### src/rtl/lpb_pkg.sv
// Shared constants, request and status codes, and frame-table command types.
`timescale 1ns / 1ps

package lpb_pkg;

   localparam int POOL_FRAMES_DEF  = 16;
   localparam int PAGE_ID_BITS_DEF = 20;
   localparam int PIN_W            = 8;
   localparam int META_W           = PIN_W + 1;
   localparam int DISK_W           = 21;

   localparam logic [2:0] REQ_FETCH  = 3'd0;
   localparam logic [2:0] REQ_UNPIN  = 3'd1;
   localparam logic [2:0] REQ_FLUSH  = 3'd2;
   localparam logic [2:0] REQ_NEW    = 3'd3;
   localparam logic [2:0] REQ_DELETE = 3'd4;
   localparam logic [2:0] REQ_DIRTY  = 3'd5;

   localparam logic [1:0] ST_OK      = 2'd0;
   localparam logic [1:0] ST_BEYOND  = 2'd1;
   localparam logic [1:0] ST_NOTRES  = 2'd2;
   localparam logic [1:0] ST_NOALLOC = 2'd3;

   localparam logic [PIN_W-1:0] PIN_MAX = {PIN_W{1'b1}};

   typedef enum logic [1:0] {
      TBL_NONE,
      TBL_TOUCH,
      TBL_INSERT,
      TBL_FREE
   } tbl_op_type;

   typedef struct packed {
      tbl_op_type op;
      logic       set_tag;
   } tbl_cmd_type;

endpackage

### src/rtl/lpb_meta_ram.sv
// Synchronous single-port-write, single-port-read memory for per-frame dirty and pin state.
`timescale 1ns / 1ps

module lpb_meta_ram #(
   parameter int DEPTH = 16,
   parameter int AW    = 4,
   parameter int DW    = 9
) (
   input  logic          clock,
   input  logic          wr_en,
   input  logic [AW-1:0] wr_addr,
   input  logic [DW-1:0] wr_data,
   input  logic          rd_en,
   input  logic [AW-1:0] rd_addr,
   output logic [DW-1:0] rd_data
);

   logic [DW-1:0] mem [DEPTH];
   logic [DW-1:0] rd_data_ff;

   always_ff @(posedge clock) begin
      if (wr_en) begin
         mem[wr_addr] <= wr_data;
      end
      if (rd_en) begin
         rd_data_ff <= mem[rd_addr];
      end
   end

   assign rd_data = rd_data_ff;

endmodule

### src/rtl/lpb_frame_table.sv
// Frame lanes holding valid bits, page tags and LRU ranks, with match and rank update logic.
`timescale 1ns / 1ps

module lpb_frame_table #(
   parameter int POOL_FRAMES  = 16,
   parameter int PAGE_ID_BITS = 20,
   parameter int FW           = 4
) (
   input  logic                          clock,
   input  logic                          reset,
   input  logic [PAGE_ID_BITS-1:0]       lookup_id,
   output logic [POOL_FRAMES-1:0]        hit_vec,
   output logic [POOL_FRAMES-1:0]        valid_vec,
   output logic [POOL_FRAMES-1:0]        oldest_vec,
   input  logic                          upd_en,
   input  lpb_pkg::tbl_cmd_type          upd_cmd,
   input  logic [FW-1:0]                 upd_frame,
   input  logic [PAGE_ID_BITS-1:0]       upd_tag,
   output logic [PAGE_ID_BITS-1:0]       tag_rd
);

   import lpb_pkg::*;

   logic [POOL_FRAMES-1:0]  valid_ff;
   logic [FW-1:0]           rank_ff [POOL_FRAMES];
   logic [PAGE_ID_BITS-1:0] tag_ff  [POOL_FRAMES];
   logic [FW-1:0]           sel_rank;

   assign sel_rank = rank_ff[upd_frame];
   assign tag_rd   = tag_ff[upd_frame];
   assign valid_vec = valid_ff;

   always_comb begin
      for (int i = 0; i < POOL_FRAMES; i++) begin
         hit_vec[i]    = valid_ff[i] && (tag_ff[i] == lookup_id);
         oldest_vec[i] = rank_ff[i] == FW'(POOL_FRAMES - 1);
      end
   end

   always_ff @(posedge clock) begin
      if (reset) begin
         valid_ff <= '0;
         for (int i = 0; i < POOL_FRAMES; i++) begin
            rank_ff[i] <= '0;
         end
      end else if (upd_en) begin
         for (int i = 0; i < POOL_FRAMES; i++) begin
            if (valid_ff[i] && (FW'(i) != upd_frame)) begin
               unique case (upd_cmd.op)
                  TBL_TOUCH: begin
                     if (rank_ff[i] < sel_rank) rank_ff[i] <= rank_ff[i] + 1'b1;
                  end
                  TBL_INSERT: begin
                     rank_ff[i] <= rank_ff[i] + 1'b1;
                  end
                  TBL_FREE: begin
                     if (rank_ff[i] > sel_rank) rank_ff[i] <= rank_ff[i] - 1'b1;
                  end
                  default: begin
                  end
               endcase
            end
         end
         unique case (upd_cmd.op)
            TBL_TOUCH: begin
               rank_ff[upd_frame] <= '0;
            end
            TBL_INSERT: begin
               rank_ff[upd_frame]  <= '0;
               valid_ff[upd_frame] <= 1'b1;
            end
            TBL_FREE: begin
               rank_ff[upd_frame]  <= '0;
               valid_ff[upd_frame] <= 1'b0;
            end
            default: begin
            end
         endcase
      end
   end

   always_ff @(posedge clock) begin
      if (upd_en && upd_cmd.set_tag) begin
         tag_ff[upd_frame] <= upd_tag;
      end
   end

endmodule

### src/rtl/lru_page_buffer_pool.sv
// A request taken in idle passes through three states, match, select/read and execute;
// the response is registered when execute fires, which waits while an earlier one is unaccepted.
// Requests are taken only in idle, serializing them through frame lanes and metadata memory.
// A finished response waits in the output register while the next request is taken.
// Reset is synchronous: all frames become free with zero pins, clean, and rank zero.
`timescale 1ns / 1ps

module lru_page_buffer_pool #(
   parameter int POOL_FRAMES  = lpb_pkg::POOL_FRAMES_DEF,
   parameter int PAGE_ID_BITS = lpb_pkg::PAGE_ID_BITS_DEF,
   parameter int FW           = (POOL_FRAMES > 1) ? $clog2(POOL_FRAMES) : 1
) (
   input  logic                        clock,
   input  logic                        reset,
   input  logic                        req_valid,
   output logic                        req_ready,
   input  logic [2:0]                  req_type,
   input  logic [PAGE_ID_BITS-1:0]     req_page_id,
   input  logic [lpb_pkg::DISK_W-1:0]  req_disk_page_count,
   input  logic                        req_alloc_ok,
   output logic                        rsp_valid,
   input  logic                        rsp_ready,
   output logic [1:0]                  rsp_status,
   output logic                        rsp_hit,
   output logic [FW-1:0]               rsp_frame,
   output logic                        rsp_load_from_disk,
   output logic                        rsp_zero_fill,
   output logic                        rsp_write_back,
   output logic [PAGE_ID_BITS-1:0]     rsp_write_back_page,
   output logic                        rsp_release_on_disk,
   output logic [lpb_pkg::PIN_W-1:0]   rsp_pin_count_out
);

   import lpb_pkg::*;

   typedef enum logic [1:0] {S_IDLE, S_MATCH, S_SELECT, S_EXEC} state_type;

   state_type               state_ff;
   logic [2:0]              type_ff;
   logic [PAGE_ID_BITS-1:0] pid_ff;
   logic [DISK_W-1:0]       disk_ff;
   logic                    aok_ff;
   logic [POOL_FRAMES-1:0]  hit_vec_ff, free_vec_ff, old_vec_ff;
   logic [FW-1:0]           target_ff, target_in;
   logic                    found_ff, found_in;
   logic                    any_free_ff, any_free_in;

   logic [POOL_FRAMES-1:0]  hit_vec, valid_vec, oldest_vec;
   logic [PAGE_ID_BITS-1:0] tag_rd;
   logic [META_W-1:0]       rd_data;

   logic                    rsp_valid_ff;
   logic [1:0]              status_ff, status_in;
   logic                    hit_ff, hit_in;
   logic [FW-1:0]           frame_ff, frame_in;
   logic                    load_ff, load_in, zero_ff, zero_in, wb_ff, wb_in, rel_ff, rel_in;
   logic [PAGE_ID_BITS-1:0] wbp_ff, wbp_in;
   logic [PIN_W-1:0]        pins_ff, pins_in;

   logic                    exec_fire;
   logic                    mem_we;
   logic [META_W-1:0]       mem_wd;
   tbl_cmd_type             cmd;
   logic                    cur_dirty;
   logic [PIN_W-1:0]        cur_pins;

   assign req_ready = (state_ff == S_IDLE);
   assign exec_fire = (state_ff == S_EXEC) && (!rsp_valid_ff || rsp_ready);

   lpb_frame_table #(
      .POOL_FRAMES (POOL_FRAMES),
      .PAGE_ID_BITS(PAGE_ID_BITS),
      .FW          (FW)
   ) u_table (
      .clock     (clock),
      .reset     (reset),
      .lookup_id (pid_ff),
      .hit_vec   (hit_vec),
      .valid_vec (valid_vec),
      .oldest_vec(oldest_vec),
      .upd_en    (exec_fire),
      .upd_cmd   (cmd),
      .upd_frame (target_ff),
      .upd_tag   (pid_ff),
      .tag_rd    (tag_rd)
   );

   lpb_meta_ram #(
      .DEPTH(POOL_FRAMES),
      .AW   (FW),
      .DW   (META_W)
   ) u_meta (
      .clock  (clock),
      .wr_en  (mem_we),
      .wr_addr(target_ff),
      .wr_data(mem_wd),
      .rd_en  (state_ff == S_SELECT),
      .rd_addr(target_in),
      .rd_data(rd_data)
   );

   always_comb begin
      logic [FW-1:0] hit_idx, free_idx, old_idx;
      hit_idx  = '0;
      free_idx = '0;
      old_idx  = '0;
      for (int i = POOL_FRAMES - 1; i >= 0; i--) begin
         if (hit_vec_ff[i])  hit_idx  = FW'(i);
         if (free_vec_ff[i]) free_idx = FW'(i);
         if (old_vec_ff[i])  old_idx  = FW'(i);
      end
      found_in    = |hit_vec_ff;
      any_free_in = |free_vec_ff;
      priority if (found_in)    target_in = hit_idx;
      else if (any_free_in)     target_in = free_idx;
      else                      target_in = old_idx;
   end

   always_comb begin
      logic [PIN_W-1:0] np;
      logic             place;
      np        = '0;
      place     = 1'b0;
      cur_dirty = valid_vec[target_ff] && rd_data[META_W-1];
      cur_pins  = valid_vec[target_ff] ? rd_data[PIN_W-1:0] : '0;
      status_in = ST_OK;
      hit_in    = 1'b0;
      frame_in  = '0;
      load_in   = 1'b0;
      zero_in   = 1'b0;
      wb_in     = 1'b0;
      wbp_in    = '0;
      rel_in    = 1'b0;
      pins_in   = '0;
      mem_we    = 1'b0;
      mem_wd    = '0;
      cmd.op      = TBL_NONE;
      cmd.set_tag = 1'b0;
      unique case (type_ff)
         REQ_FETCH: begin
            if (32'(pid_ff) >= 32'(disk_ff)) begin
               status_in = ST_BEYOND;
            end else if (found_ff) begin
               hit_in = 1'b1;
               np     = (cur_pins == PIN_MAX) ? cur_pins : cur_pins + 1'b1;
               mem_wd = {cur_dirty, np};
               cmd.op = TBL_TOUCH;
            end else begin
               place   = 1'b1;
               np      = PIN_W'(1);
               load_in = 1'b1;
            end
            if (32'(pid_ff) < 32'(disk_ff)) begin
               mem_we   = 1'b1;
               frame_in = target_ff;
               pins_in  = np;
               if (place) mem_wd = {1'b0, np};
            end
         end
         REQ_UNPIN, REQ_FLUSH: begin
            if (!found_ff) begin
               status_in = ST_NOTRES;
            end else begin
               hit_in   = 1'b1;
               wb_in    = cur_dirty;
               wbp_in   = cur_dirty ? tag_rd : '0;
               np       = (type_ff == REQ_UNPIN && cur_pins != '0) ? cur_pins - 1'b1 : cur_pins;
               mem_we   = 1'b1;
               mem_wd   = {1'b0, np};
               frame_in = target_ff;
               pins_in  = np;
            end
         end
         REQ_NEW: begin
            if (!aok_ff) begin
               status_in = ST_NOALLOC;
            end else begin
               if (found_ff) begin
                  hit_in = 1'b1;
                  cmd.op = TBL_TOUCH;
               end else begin
                  place = 1'b1;
               end
               zero_in  = 1'b1;
               mem_we   = 1'b1;
               mem_wd   = {1'b0, PIN_W'(1)};
               frame_in = target_ff;
               pins_in  = PIN_W'(1);
            end
         end
         REQ_DELETE: begin
            rel_in = 1'b1;
            if (found_ff) begin
               hit_in = 1'b1;
               wb_in  = cur_dirty;
               wbp_in = cur_dirty ? tag_rd : '0;
               cmd.op = TBL_FREE;
            end
         end
         REQ_DIRTY: begin
            if (!found_ff) begin
               status_in = ST_NOTRES;
            end else begin
               hit_in   = 1'b1;
               mem_we   = 1'b1;
               mem_wd   = {1'b1, cur_pins};
               frame_in = target_ff;
               pins_in  = cur_pins;
            end
         end
         default: begin
         end
      endcase
      if (place) begin
         cmd.set_tag = 1'b1;
         if (any_free_ff) begin
            cmd.op = TBL_INSERT;
         end else begin
            cmd.op = TBL_TOUCH;
            wb_in  = cur_dirty;
            wbp_in = cur_dirty ? tag_rd : '0;
         end
      end
      if (!exec_fire) begin
         mem_we  = 1'b0;
         cmd.op  = TBL_NONE;
         cmd.set_tag = 1'b0;
      end
   end

   always_ff @(posedge clock) begin
      if (reset) begin
         state_ff     <= S_IDLE;
         rsp_valid_ff <= 1'b0;
      end else begin
         unique case (state_ff)
            S_IDLE: begin
               if (req_valid) state_ff <= S_MATCH;
            end
            S_MATCH:  state_ff <= S_SELECT;
            S_SELECT: state_ff <= S_EXEC;
            S_EXEC: begin
               if (exec_fire) state_ff <= S_IDLE;
            end
            default: state_ff <= S_IDLE;
         endcase
         if (exec_fire) begin
            rsp_valid_ff <= 1'b1;
         end else if (rsp_ready) begin
            rsp_valid_ff <= 1'b0;
         end
      end
      if (req_valid && req_ready) begin
         type_ff <= req_type;
         pid_ff  <= req_page_id;
         disk_ff <= req_disk_page_count;
         aok_ff  <= req_alloc_ok;
      end
      if (state_ff == S_MATCH) begin
         hit_vec_ff  <= hit_vec;
         free_vec_ff <= ~valid_vec;
         old_vec_ff  <= oldest_vec;
      end
      if (state_ff == S_SELECT) begin
         target_ff   <= target_in;
         found_ff    <= found_in;
         any_free_ff <= any_free_in;
      end
      if (exec_fire) begin
         status_ff <= status_in;
         hit_ff    <= hit_in;
         frame_ff  <= frame_in;
         load_ff   <= load_in;
         zero_ff   <= zero_in;
         wb_ff     <= wb_in;
         wbp_ff    <= wbp_in;
         rel_ff    <= rel_in;
         pins_ff   <= pins_in;
      end
   end

   assign rsp_valid           = rsp_valid_ff;
   assign rsp_status          = status_ff;
   assign rsp_hit             = hit_ff;
   assign rsp_frame           = frame_ff;
   assign rsp_load_from_disk  = load_ff;
   assign rsp_zero_fill       = zero_ff;
   assign rsp_write_back      = wb_ff;
   assign rsp_write_back_page = wbp_ff;
   assign rsp_release_on_disk = rel_ff;
   assign rsp_pin_count_out   = pins_ff;

endmodule

### config.mk
export PLATFORM = sky130hd
export DESIGN_NAME = lru_page_buffer_pool
export DESIGN_NICKNAME = d
export VERILOG_FILES = /design/src/rtl/lpb_pkg.sv /design/src/rtl/lpb_meta_ram.sv /design/src/rtl/lpb_frame_table.sv /design/src/rtl/lru_page_buffer_pool.sv
export SDC_FILE = /design/constraint.sdc
export NUM_CORES = 1
export LEC_CHECK = 0
export BUFFER_PORTS_ARGS = -buffer_cell sky130_fd_sc_hd__buf_2
export CORE_MARGIN = 1.5
export CORE_UTILIZATION = 41
export DETAILED_ROUTE_END_ITERATION = 7
export PLACE_DENSITY = 0.65
export RECOVER_POWER = 100
export REMOVE_ABC_BUFFERS = 1
export SLEW_MARGIN = 20
export SYNTH_ARGS = -nofsm -noshare
export SYNTH_HDL_FRONTEND = slang
export SYNTH_SLANG_ARGS = --single-unit
### constraint.sdc
create_clock -name clock -period 6.5 [get_ports clock]
set_input_delay 0 -clock clock [delete_from_list [all_inputs] [get_ports clock]]
set_output_delay 0 -clock clock [all_outputs]
set_load 0.02 [all_outputs]
==> impl_metrics.env <==
export IMPL_result_of_the_run="finished, violations left"
export IMPL_violated_checks="max-capacitance violations, max-slew violations"
export IMPL_io_buffer_count=89
export IMPL_slew_limit_headroom=-1.028
export IMPL_n_diodes=0
export IMPL_cts_buffer_depth=3
export IMPL_yosysSeqAreaShare=0.5502
export IMPL_cp_end_kind="flop"
export IMPL_postSynthCellCount=2783
export IMPL_synth_warning_count=0
export IMPL_final_cell_count_no_fill=4127
export IMPL_min_path_type="in -> reg"
export IMPL_grt_setup_unrepaired="no"
export IMPL_timing_final_crit_period_ps=5815
export IMPL_slowest_stage="clkbuf_1"
export IMPL_stage_delay_of_the_slowest_cell_on_the_critical_path_ps=1540
export IMPL_yosys_top_cells_area="edfxtp_1, mux4_2, xor2_1, dfxtp_1, ha_1"
export IMPL_grt_antenna_before_repair=3
export IMPL_critical_path_fanouts_max=33
export IMPL_path_class="reg -> reg"
export IMPL_boundaryPins=90
export IMPL_die_area_um2=90850
export IMPL_floorplan_initialDensity=0.4138
export IMPL_critical_path_top_cell_by_count="nand4_1"
export IMPL_place_detailed_instances=3945
export IMPL_detail_route_iter0_violations=3110
export IMPL_drt_total_wl_um=110700
export IMPL_detail_route_drc_violations=0
export IMPL_dp_hpwl_um=76490
export IMPL_finalMaxSlewViolations=751
export IMPL_floorplan_rows=109
export IMPL_cts_buffers=76
export IMPL_critPathArrivalTime_ps=6330
export IMPL_syn_cell_area_um2=36510
export IMPL_fmax_mhz=172.0
export IMPL_tritoncts="built"
export IMPL_die_height_um=301.4
export IMPL_timing_clock_skew_ps=28.20
export IMPL_drive_gt1_frac=0.1310
export IMPL_most_common_library_cell_in_the_layout_ignoring_fill_and_taps="edfxtp_1"
export IMPL_leakage_power_nw=13.81
export IMPL_synth_enable_flop_cells=611
export IMPL_fin_worst_hold_slack_ps=72.32
export IMPL_area_growth_pct=12.45
export IMPL_drv_cap=22
export IMPL_cpLargestDelayFamily="simple AND/OR/NAND/NOR gates"
export IMPL_final_hold_viols=0
export IMPL_cts_root_buf="clkbuf_16"
export IMPL_worst_setup_hold_path_clk_slew_ps=60
export IMPL_detail_route_wl_per_cell_um=26.82
export IMPL_irDropWorstVdd_mv=0.3327
export IMPL_clk_latency_ps=640
export IMPL_antenna_violating_nets_post_route=0
export IMPL_synth_lib_cells_used_distinct=84
export IMPL_worst_slew_pin_transition_ps=3042
export IMPL_ctsResizeCount=0
export IMPL_min_period_over_period=0.8946
export IMPL_mostFrequentLayoutCells="edfxtp_1, xor2_1, mux4_2, ha_1, nand2_1"
export IMPL_placeableCoreArea_um2=88240
export IMPL_worst_endpoint_required_ps=7020
export IMPL_r2r_slack_ps=690
export IMPL_netlist_area_leader_share=0.5025
export IMPL_gr_usage_all_layers=0.2420
export IMPL_start_kind="flop"
export IMPL_gpl_final_weighted_congestion=0.9512
export IMPL_ys_async_sr_fraction=0
export IMPL_syn_area_per_cell_um2=13.12
export IMPL_critPathBufInv=1
export IMPL_grt_first_pass_wirelength_um=163300
export IMPL_grt_ovfl_total=0
export IMPL_layout_core_utilization=0.4653
export IMPL_nets=3094
export IMPL_numClockSinks=698
export IMPL_vias=25240
export IMPL_yosys_most_used_dff="edfxtp_1"
export IMPL_powerDensity_nw_per_um2=324.5
export IMPL_die_w_um=301.4
export IMPL_detailedRoute_firstPassIterationCount=6
export IMPL_cts_max_level=3
export IMPL_finalSetupViolations=0
export IMPL_critical_path_cell_chain="clkbuf_1, ha_1, nand4_1, or4_1, a311oi_2, nor2_2, nand4_1, nand4_1, o31ai_1, o22ai_1"
export IMPL_vias_per_cell=6.115
export IMPL_grt_pass1_vias=24860
export IMPL_synthDominantAreaCellType="edfxtp_1"
export IMPL_synth_seq_cells=698
export IMPL_largest_net_degree_at_the_start_of_global_routing=57
==> final cells by class <==
cell class | count | area, um2
Clock inverter | 36 | 309.0
Timing Repair Buffer | 205 | 1246
Fill cell | 7654 | 47180
Sequential cell | 698 | 20100
Tap cell | 1165 | 1458
Inverter | 104 | 390.4
Multi-Input combinational cell | 1822 | 15470
Clock buffer | 97 | 2086
==> through the flow <==
stage          total power (W)  setup slack [ps]  TNS, ps  cell area (um2)
2_1_floorplan         0.007903             -1441   -50670            35870
3_3_place_gp          0.009066              1693        0            38370
3_5_place_dp          0.009120              1541        0            38380
4_1_cts                0.01338              1545        0            41260
5_1_grt                0.01376             604.6        0            41060
6_report               0.01332             685.2        0            41060
==> where the power goes <==
group,switching (W),internal (W)
clock,0.00182,0.00243
combinational,0.00213,0.00131
sequential,0.000322,0.00531
==> cells by family after synthesis <==
group	synth area share
simple gates	0.1093
mux	0.09640
buf+inv	0.02834
xor+xnor	0.08180
fa+ha+maj	0.05038
flops	0.5502
compound gates	0.08355
==> path summary, 6_finish.rpt <==
path | start | end | depth (start not counted)
setup / recovery | pid_ff[15]$_DFFE_PP_ | u_table.rank_ff[5][3]$_SDFFE_PP0P_ | 10
hold / removal | req_type[0] | type_ff[0]$_DFFE_PP_ | 2
setup reg to reg | pid_ff[15]$_DFFE_PP_ | u_table.rank_ff[5][3]$_SDFFE_PP0P_ | 10
hold reg to reg | u_table.rank_ff[15][3]$_SDFFE_PP0P_ | u_table.rank_ff[15][3]$_SDFFE_PP0P_ | 2
==> state kept, by name, indices dropped and copies added, names as in the netlist, 20 cells and up, named ones only <==
signal,cells
u_table.rank_ff,64
u_meta.mem,144
disk_ff,21
pid_ff,20
u_table.tag_ff,320
rsp_write_back_page,20
==> layer usage <==
metal | wire length, um | vias up | track usage
met4 | 4607 | 4 | 0.09727
li1 | - | 11050 | -
met3 | 8758 | 240 | 0.03919
met1 | 44360 | 12720 | 0.3230
met5 | 33 | - | 0
met2 | 52940 | 1225 | 0.3937
==> synthesized netlist by cell type (all sizes together) (5+ instances only) <==
master   count
edfxtp     611
xor2       266
mux4       125
ha         123
nor2       123
nand2      118
clkbuf     115
inv        103
nand3       94
dfxtp       87
nor4        87
a21oi       86
xnor2       75
nand4       71
mux2i       58
o21ai       54
and3        49
nor2b       48
nor3        45
buf         44
a311oi      41
a221oi      38
a21o        29
nand2b      28
a2111oi     20
o211ai      17
and4        16
o21a        16
o31ai       16
or4         16
a211oi      15
fa          15
a31oi       12
and2        12
mux2        11
or3         10
o2111ai      8
o41ai        8
nand3b       7
o22ai        7
o221ai       5
==> what timing repair did <==
action                                 CTS  global route
endpoints found under the hold margin   48             0
hold buffers                            49             0
setup buffers                            0             0
Power figures use the tool's default switching activity.
